[config.mk]
export PLATFORM = sky130hd
export DESIGN_NAME = reader_frame_deframer_unit
export DESIGN_NICKNAME = d
export VERILOG_FILES = /design/src/rtl/rfd_pkg.sv /design/src/rtl/reader_frame_deframer_unit.sv /design/src/rtl/rfd_frame_ram.sv /design/src/rtl/rfd_rx_ctrl.sv /design/src/rtl/rfd_emit.sv
export SDC_FILE = /design/constraint.sdc
export NUM_CORES = 1
export LEC_CHECK = 0
export BUFFER_PORTS_ARGS = -buffer_cell sky130_fd_sc_hd__buf_4
export CAP_MARGIN = 15
export CORE_MARGIN = 3
export CORE_UTILIZATION = 50
export DETAILED_ROUTE_END_ITERATION = 7
export GPL_TIMING_DRIVEN = 0
export MAX_ROUTING_LAYER = met4
export PLACE_DENSITY = 0.76
export SLEW_MARGIN = 20
export SYNTH_ARGS = -nofsm -noshare
export SYNTH_HDL_FRONTEND = slang
export SYNTH_SLANG_ARGS = --single-unit
[constraint.sdc]
create_clock -name clk -period 2.7 [get_ports clk]
set_clock_uncertainty 0.05 [all_clocks]
set_input_delay 0.54 -clock clk [delete_from_list [all_inputs] [get_ports clk]]
set_output_delay 0.54 -clock clk [all_outputs]
set_load 0.01 [all_outputs]
[src/rtl/rfd_pkg.sv]
// Shared constants and types for the frame deframer.
`timescale 1ns / 1ps
package rfd_pkg;

	localparam logic [7:0] FRAME_HEADER  = 8'hA0;
	localparam int         MIN_TOTAL     = 5;
	localparam int         LEN_OVERHEAD  = 2;
	localparam int         ADDR_POS      = 2;
	localparam int         CMD_POS       = 3;
	localparam int         PAYLOAD_START = 4;
	// Len + overhead can reach 257 before the range check
	localparam int         LEN_TOTAL_W   = 9;
	localparam int         OUT_LEN_W     = 6;

	typedef struct packed {
		logic [7:0] address;
		logic [7:0] command;
		logic       checksum_ok;
	} frame_meta_t;

endpackage

[src/rtl/reader_frame_deframer_unit.sv]
// Top level of the length-prefixed frame deframer.
`timescale 1ns / 1ps
// Takes one received byte per cycle while collecting a frame (header 0xA0, Len,
// address, command, payload, checksum; Len+2 bytes in all). Bytes are kept in a
// MAX_FRAME-entry buffer with a registered read. When the checksum byte lands the
// block stops taking bytes and reads the payload back through the buffer's single
// read port, one result per cycle when the output is not stalled; rx_ready rises
// again once the last read has moved into the result register. A frame with an
// empty payload yields one result with has_payload low; bad lengths are dropped
// silently; a bad checksum still yields the frame with checksum_ok low. A header
// byte inside a frame is plain data.
module reader_frame_deframer_unit #(
	parameter int MAX_FRAME = 64
) (
	input  logic                           clk,
	input  logic                           arst_n,
	input  logic [7:0]                     rx_byte,
	input  logic                           rx_valid,
	output logic                           rx_ready,
	output logic [7:0]                     frame_address,
	output logic [7:0]                     frame_command,
	output logic [rfd_pkg::OUT_LEN_W-1:0]  payload_length,
	output logic                           has_payload,
	output logic [7:0]                     payload_byte,
	output logic [rfd_pkg::OUT_LEN_W-1:0]  payload_index,
	output logic                           checksum_ok,
	output logic                           last,
	output logic                           result_valid,
	input  logic                           result_ready
);

	localparam int AW = $clog2(MAX_FRAME);
	localparam int CW = $clog2(MAX_FRAME + 1);

	logic                 emit_busy;
	logic                 wr_en;
	logic [AW-1:0]        wr_addr;
	logic [7:0]           wr_data;
	logic                 rd_en;
	logic [AW-1:0]        rd_addr;
	logic [7:0]           rd_data;
	logic                 start;
	rfd_pkg::frame_meta_t meta;
	logic [CW-1:0]        plen;

	rfd_rx_ctrl #(
		.MAX_FRAME(MAX_FRAME)
	) u_rx (
		.clk      (clk),
		.arst_n   (arst_n),
		.rx_byte  (rx_byte),
		.rx_valid (rx_valid),
		.rx_ready (rx_ready),
		.emit_busy(emit_busy),
		.wr_en    (wr_en),
		.wr_addr  (wr_addr),
		.wr_data  (wr_data),
		.start    (start),
		.meta     (meta),
		.plen     (plen)
	);

	rfd_frame_ram #(
		.DEPTH(MAX_FRAME)
	) u_ram (
		.clk    (clk),
		.wr_en  (wr_en),
		.wr_addr(wr_addr),
		.wr_data(wr_data),
		.rd_en  (rd_en),
		.rd_addr(rd_addr),
		.rd_data(rd_data)
	);

	rfd_emit #(
		.MAX_FRAME(MAX_FRAME)
	) u_emit (
		.clk           (clk),
		.arst_n        (arst_n),
		.start         (start),
		.meta          (meta),
		.plen          (plen),
		.busy          (emit_busy),
		.rd_en         (rd_en),
		.rd_addr       (rd_addr),
		.rd_data       (rd_data),
		.frame_address (frame_address),
		.frame_command (frame_command),
		.payload_length(payload_length),
		.has_payload   (has_payload),
		.payload_byte  (payload_byte),
		.payload_index (payload_index),
		.checksum_ok   (checksum_ok),
		.last          (last),
		.result_valid  (result_valid),
		.result_ready  (result_ready)
	);

endmodule

[src/rtl/rfd_frame_ram.sv]
// Frame byte buffer: one write port, one enabled read port with registered data.
`timescale 1ns / 1ps
module rfd_frame_ram #(
	parameter int DEPTH = 64,
	localparam int AW = $clog2(DEPTH)
) (
	input  logic          clk,
	input  logic          wr_en,
	input  logic [AW-1:0] wr_addr,
	input  logic [7:0]    wr_data,
	input  logic          rd_en,
	input  logic [AW-1:0] rd_addr,
	output logic [7:0]    rd_data
);

	logic [7:0] mem [DEPTH];

	always_ff @(posedge clk) begin
		if (wr_en) begin
			mem[wr_addr] <= wr_data;
		end
	end

	// read data holds while the reader stalls
	always_ff @(posedge clk) begin
		if (rd_en) begin
			rd_data <= mem[rd_addr];
		end
	end

endmodule

[src/rtl/rfd_rx_ctrl.sv]
// Receive side: header hunt, length check, buffering and checksum.
`timescale 1ns / 1ps
module rfd_rx_ctrl #(
	parameter int MAX_FRAME = 64,
	localparam int AW = $clog2(MAX_FRAME),
	localparam int CW = $clog2(MAX_FRAME + 1)
) (
	input  logic                 clk,
	input  logic                 arst_n,
	input  logic [7:0]           rx_byte,
	input  logic                 rx_valid,
	output logic                 rx_ready,
	input  logic                 emit_busy,
	output logic                 wr_en,
	output logic [AW-1:0]        wr_addr,
	output logic [7:0]           wr_data,
	output logic                 start,
	output rfd_pkg::frame_meta_t meta,
	output logic [CW-1:0]        plen
);

	logic [CW-1:0] cnt_q;
	logic [CW-1:0] total_q;
	logic [7:0]    sum_q;
	logic [7:0]    addr_q;
	logic [7:0]    cmd_q;
	logic          ok_q;
	logic [CW-1:0] plen_q;

	logic                               accept;
	logic [CW-1:0]                      cnt_inc;
	logic [rfd_pkg::LEN_TOTAL_W-1:0]    len_total;
	logic                               len_bad;
	logic                               complete;
	logic [7:0]                         want;

	assign rx_ready  = !emit_busy;
	assign accept    = rx_valid && !emit_busy;
	assign cnt_inc   = cnt_q + CW'(1);
	assign len_total = {1'b0, rx_byte} + rfd_pkg::LEN_TOTAL_W'(rfd_pkg::LEN_OVERHEAD);
	assign len_bad   = (len_total < rfd_pkg::LEN_TOTAL_W'(rfd_pkg::MIN_TOTAL)) ||
	                   (len_total > rfd_pkg::LEN_TOTAL_W'(MAX_FRAME));
	// total_q is zero until the length byte is in
	assign complete  = (cnt_q != '0) && (total_q != '0) && (cnt_inc == total_q);
	assign want      = 8'(8'd0 - sum_q);

	assign wr_en   = accept && ((cnt_q != '0) || (rx_byte == rfd_pkg::FRAME_HEADER));
	assign wr_addr = cnt_q[AW-1:0];
	assign wr_data = rx_byte;
	assign start   = accept && complete;

	always_ff @(posedge clk or negedge arst_n) begin
		if (!arst_n) begin
			cnt_q   <= '0;
			total_q <= '0;
			sum_q   <= '0;
		end else if (accept) begin
			if (cnt_q == '0) begin
				if (rx_byte == rfd_pkg::FRAME_HEADER) begin
					cnt_q   <= CW'(1);
					total_q <= '0;
					sum_q   <= rx_byte;
				end
			end else if (cnt_q == CW'(1)) begin
				if (len_bad) begin
					cnt_q   <= '0;
					total_q <= '0;
					sum_q   <= '0;
				end else begin
					cnt_q   <= cnt_inc;
					total_q <= CW'(len_total);
					sum_q   <= sum_q + rx_byte;
				end
			end else if (complete || (cnt_inc == CW'(MAX_FRAME))) begin
				cnt_q   <= '0;
				total_q <= '0;
				sum_q   <= '0;
			end else begin
				cnt_q <= cnt_inc;
				sum_q <= sum_q + rx_byte;
			end
		end
	end

	always_ff @(posedge clk) begin
		if (accept && (cnt_q == CW'(rfd_pkg::ADDR_POS))) begin
			addr_q <= rx_byte;
		end
		if (accept && (cnt_q == CW'(rfd_pkg::CMD_POS))) begin
			cmd_q <= rx_byte;
		end
		if (start) begin
			ok_q   <= (want == rx_byte);
			plen_q <= total_q - CW'(rfd_pkg::MIN_TOTAL);
		end
	end

	assign meta.address     = addr_q;
	assign meta.command     = cmd_q;
	assign meta.checksum_ok = ok_q;
	assign plen             = plen_q;

endmodule

[src/rtl/rfd_emit.sv]
// Result side: walks the payload in the buffer and drives the result registers.
`timescale 1ns / 1ps
module rfd_emit #(
	parameter int MAX_FRAME = 64,
	localparam int AW = $clog2(MAX_FRAME),
	localparam int CW = $clog2(MAX_FRAME + 1)
) (
	input  logic                           clk,
	input  logic                           arst_n,
	input  logic                           start,
	input  rfd_pkg::frame_meta_t           meta,
	input  logic [CW-1:0]                  plen,
	output logic                           busy,
	output logic                           rd_en,
	output logic [AW-1:0]                  rd_addr,
	input  logic [7:0]                     rd_data,
	output logic [7:0]                     frame_address,
	output logic [7:0]                     frame_command,
	output logic [rfd_pkg::OUT_LEN_W-1:0]  payload_length,
	output logic                           has_payload,
	output logic [7:0]                     payload_byte,
	output logic [rfd_pkg::OUT_LEN_W-1:0]  payload_index,
	output logic                           checksum_ok,
	output logic                           last,
	output logic                           result_valid,
	input  logic                           result_ready
);

	localparam logic ST_IDLE = 1'b0;
	localparam logic ST_READ = 1'b1;

	logic          state_q;
	logic [CW-1:0] k_q;
	logic          issued_all_q;
	logic          s1_valid_q;
	logic          out_valid_q;

	logic [rfd_pkg::OUT_LEN_W-1:0] idx_s1;
	logic                          last_s1;

	logic [CW-1:0] n_m1;
	logic          last_rd;
	logic          out_load;
	logic          issue;
	logic          nonempty;

	assign nonempty = (plen != '0);
	// an empty payload still yields one result
	assign n_m1     = nonempty ? (plen - CW'(1)) : '0;
	assign last_rd  = (k_q == n_m1);
	assign out_load = s1_valid_q && (!out_valid_q || result_ready);
	assign issue    = (state_q == ST_READ) && !issued_all_q && (!s1_valid_q || out_load);

	assign busy    = (state_q == ST_READ);
	assign rd_en   = issue;
	assign rd_addr = k_q[AW-1:0] + AW'(rfd_pkg::PAYLOAD_START);

	always_ff @(posedge clk or negedge arst_n) begin
		if (!arst_n) begin
			state_q      <= ST_IDLE;
			k_q          <= '0;
			issued_all_q <= 1'b0;
			s1_valid_q   <= 1'b0;
			out_valid_q  <= 1'b0;
		end else begin
			case (state_q)
				ST_IDLE: begin
					if (start) begin
						state_q      <= ST_READ;
						k_q          <= '0;
						issued_all_q <= 1'b0;
					end
				end
				ST_READ: begin
					if (issue) begin
						k_q <= k_q + CW'(1);
						if (last_rd) begin
							issued_all_q <= 1'b1;
						end
					end
					// leave once the last read has moved into the result register
					if (issued_all_q && (!s1_valid_q || out_load)) begin
						state_q <= ST_IDLE;
					end
				end
				default: begin
					state_q <= ST_IDLE;
				end
			endcase
			s1_valid_q  <= issue || (s1_valid_q && !out_load);
			out_valid_q <= out_load || (out_valid_q && !result_ready);
		end
	end

	always_ff @(posedge clk) begin
		if (issue) begin
			idx_s1  <= rfd_pkg::OUT_LEN_W'(k_q);
			last_s1 <= last_rd;
		end
		if (out_load) begin
			frame_address  <= meta.address;
			frame_command  <= meta.command;
			payload_length <= rfd_pkg::OUT_LEN_W'(plen);
			has_payload    <= nonempty;
			payload_byte   <= nonempty ? rd_data : 8'd0;
			payload_index  <= nonempty ? idx_s1 : '0;
			checksum_ok    <= meta.checksum_ok;
			last           <= last_s1;
		end
	end

	assign result_valid = out_valid_q;

endmodule
==> results.toml <==
[power_and_ir_drop]
p_int_mw = 20.5
switchingPower_mw = 8.43
power.leakage_nw = 9.56
peakVddDrop_mv = 0.490
p_sw_share_pct = 29.1
powerDensity_nw_per_um2 = 972
p_clk_share_pct = 28.1
p_seq_share_pct = 40.5
comb_power_share_pct = 31.4

[routing]
drtPass1Iterations = 5
avgViaCountPerCell = 6.14
drt_wl_total_mm = 58.0
topRoutingLayerUsed = "met4"
dr.first_iter.drc_count = 1665
vias = 12900
wl_met3_mm = 4.72
wl_met1_mm = 21.9
route.met2.wl_mm = 29.2
final_antenna_net_count = 0
drc = 0
wl_per_cell_um = 27.5

[placed_design]
io_buffers = 52
pre_cts_ws_ps = -2070
place_hpwl_mm = 33.4
place_area_um2 = 26200
gp_congestion = 0.837
dp_cells = 1959

[floorplan]
fp.dieH_um = 229
die_w_um = 229
boundaryPins = 53
start_util_pct = 50.8
num_rows = 81
dieArea_um2 = 52600
core_um2 = 49100

[synth]
seq_area_frac_synth_pct = 74.4
synthesis.nets = 1273
netlist_top_cells_count = "edfxtp_1 (590), mux4_2 (168), nor2_1 (93)"
synth.distinct_cells = 63
synth_top_family_by_area = "multiplexers"
ys_ff_latch = 623
syn_inst = 1241
synthSimpleGateAreaFrac_pct = 4.19
synth-compound-area-share_pct = 1.99
synth_top_area_cell = "edfxtp_1"
synthMuxAreaShare_pct = 15.4
ys.flop_type = "edfxtp_1"
synthAdderAreaFrac_pct = 1.03
synth_edf_count = 590
synthTopCellsByArea = "edfxtp_1 (71%), mux4_2 (15%), dfrtp_1 (3.3%)"
ys_warn_count = 0
synth_xor_area_share_pct = 1.58
yosysTopAreaCellShare_pct = 71.1
syn_avg_cell_area_um2 = 20.1
syn-cell-area_um2 = 24900
async_reset_ff_share_pct = 5.30
yosysMostFrequentCell = "edfxtp_1"

[finish]
nets = 1429
ff_latch_area_um2 = 18500
postLayoutCellArea_um2 = 29800
fill_cells = 3285
layout.cells.non_filler = 2105
fin_util_pct = 60.8
n_antenna_cell = 0
drive_above_1_share_pct = 35.3
multi_input_area_um2 = 6750
syn_to_final_growth_pct = 19.6

[outcome]
violations = "setup timing"
status = "complete, but fails checks"

[cts]
clkTransAtPathRegs_ps = 70
cts_max_level = 2
worstSkewPairLatency_ps = 620
numCtsBuffers = 58
cts_tree = "built"
clock-sinks = 623
ctsLongestPathBuffers = 3
clock-root-buffer = "clkbuf_16"

[grt]
first_global_vias = 12800
track_usage_pct = 22.4
gr-total-overflow = 0
grt_pass1_wl_mm = 84.8
grt_antenna_before_repair = 1
grt_max_degree = 76

[setup_path]
startpoint_type = "flop"
rrSetupSlack_ps = -100
arrival_ps = 3100
end_kind = "flop"
critical_path_class = "flop to flop"
required_ps = 2990
cp_max_fo = 10

[timing]
worstMarginPinSlew_ps = 1020
rsz0062_at_grt = "yes"
fmax_mhz = 357
hold_viol = 0
finalCritPeriodShare_pct = 104
setup_viol = 8
period_needed_ps = 2800
timing.slew.headroom_pct = 32.0
setup_ws_ps = -103
setup_tns_ps = -744
slew_viol_final = 0

[flow_run]
maxCapViolCount = 0

[hold_path]
hold_class = "primary input to flop"
## power groups by stage
stage | Clock [mW] | Sequential (mW) | Combinational (mW)
after global placement | 0 | 11.9 | 7.06
after detailed placement | 0 | 11.9 | 7.26
final | 8.13 | 11.7 | 9.11
after floorplan | 0 | 11.9 | 4.89
after CTS | 8.19 | 11.7 | 8.49
after global routing | 8.58 | 11.8 | 9.59
## layer usage
layer / vias up / GRT usage, %
li1: 5380 / -
met1: 6754 / 29.8
met2: 647 / 36.5
met3: 147 / 3.16
met4: 0 / 7.22
met5: - / -
## per-stage QoR
stage	power (mW)	hold WS, ps
global route	29.9	186
floorplan	16.8	194
finish	29.0	192
CTS	28.4	162
global placement	18.9	352
detailed placement	19.2	355
## final cells by class
| type | instances | area share [%] |
|---|---|---|
| multi-input cells | 531 | 22.6 |
| well taps | 664 | 2.79 |
| clock buffers | 76 | 5.23 |
| plain buffers | 56 | 2.04 |
| inverters | 25 | 0.315 |
| clock inverters | 28 | 1.07 |
| flip-flops and latches | 623 | 62.2 |
| repair buffers | 102 | 3.73 |
## path summary, 6_finish.rpt
check,start,to,depth (start not counted)
worst max-delay path,u_emit.k_q[0],u_ram.rd_data[0],6
min in group asynchronous,arst_n,u_emit.k_q[4],2
max in group asynchronous,arst_n,u_rx.cnt_q[0],2
worst max register to register,u_emit.k_q[0],u_ram.rd_data[0],6
worst min-delay path,result_ready,u_emit.result_valid,3
worst min register to register,u_rx.cmd_q[2],u_emit.frame_command[2],0
## registers in the layout, summed over array words and instances (netlist names), 7 cells and up
register              flops
u_emit.frame_address      8
u_emit.frame_command      8
u_emit.k_q                7
u_emit.payload_byte       8
u_ram.mem               512
u_ram.rd_data             8
u_rx.addr_q               8
u_rx.cmd_q                8
u_rx.cnt_q                7
u_rx.plen                 7
u_rx.sum_q                8
u_rx.total_q              7
## kinds of logic after synthesis
family | Yosys count
and+or+nand+nor | 220
AOI/OAI and AO/OA | 73
xor gates and xnor gates | 44
buffers and inverters | 87
DFF | 623
adders and majority gates | 20
muxes | 174
## cells in the final DEF, fill, tap and decap left out, types with 5 or more instances in the layout
| cell | count |
|---|---|
| clkbuf_2 | 10 |
| o21ai_0 | 7 |
| inv_1 | 23 |
| bufinv_16 | 7 |
| clkinv_1 | 7 |
| nor3_1 | 7 |
| buf_12 | 29 |
| a21oi_1 | 11 |
| buf_4 | 75 |
| buf_1 | 5 |
| xnor2_1 | 24 |
| clkbuf_16 | 62 |
| nor2_1 | 28 |
| buf_2 | 6 |
| nor2b_1 | 17 |
| o22ai_1 | 10 |
| nor2_2 | 5 |
| dfrtp_1 | 29 |
| clkbuf_8 | 6 |
| ha_1 | 18 |
| nor2_4 | 62 |
| mux4_2 | 168 |
| nand2_1 | 43 |
| a31oi_1 | 7 |
| nand3_1 | 7 |
| buf_8 | 7 |
| clkinv_2 | 11 |
| xor2_1 | 18 |
| o31ai_1 | 5 |
| edfxtp_1 | 590 |
| clkbuf_1 | 19 |
| buf_6 | 9 |
| nand3_4 | 5 |
## critical path, cell delays in order (launching register included)
cell	delay, ps
dfrtp_1	390
buf_8	150
buf_12	170
buf_12	170
mux4_2	520
mux4_2	560
mux4_2	490
## repair_timing
item / CTS / global route
gates cloned: 4 / 2
setup endpoints to repair: 570 / 540
hold buffers: 1 / 0
endpoints found under the hold margin: 33 / 0
gates resized for setup: 243 / 54
pin swaps: 7 / 11
buffers inserted: 23 / 18
Power figures use the tool's default switching activity.
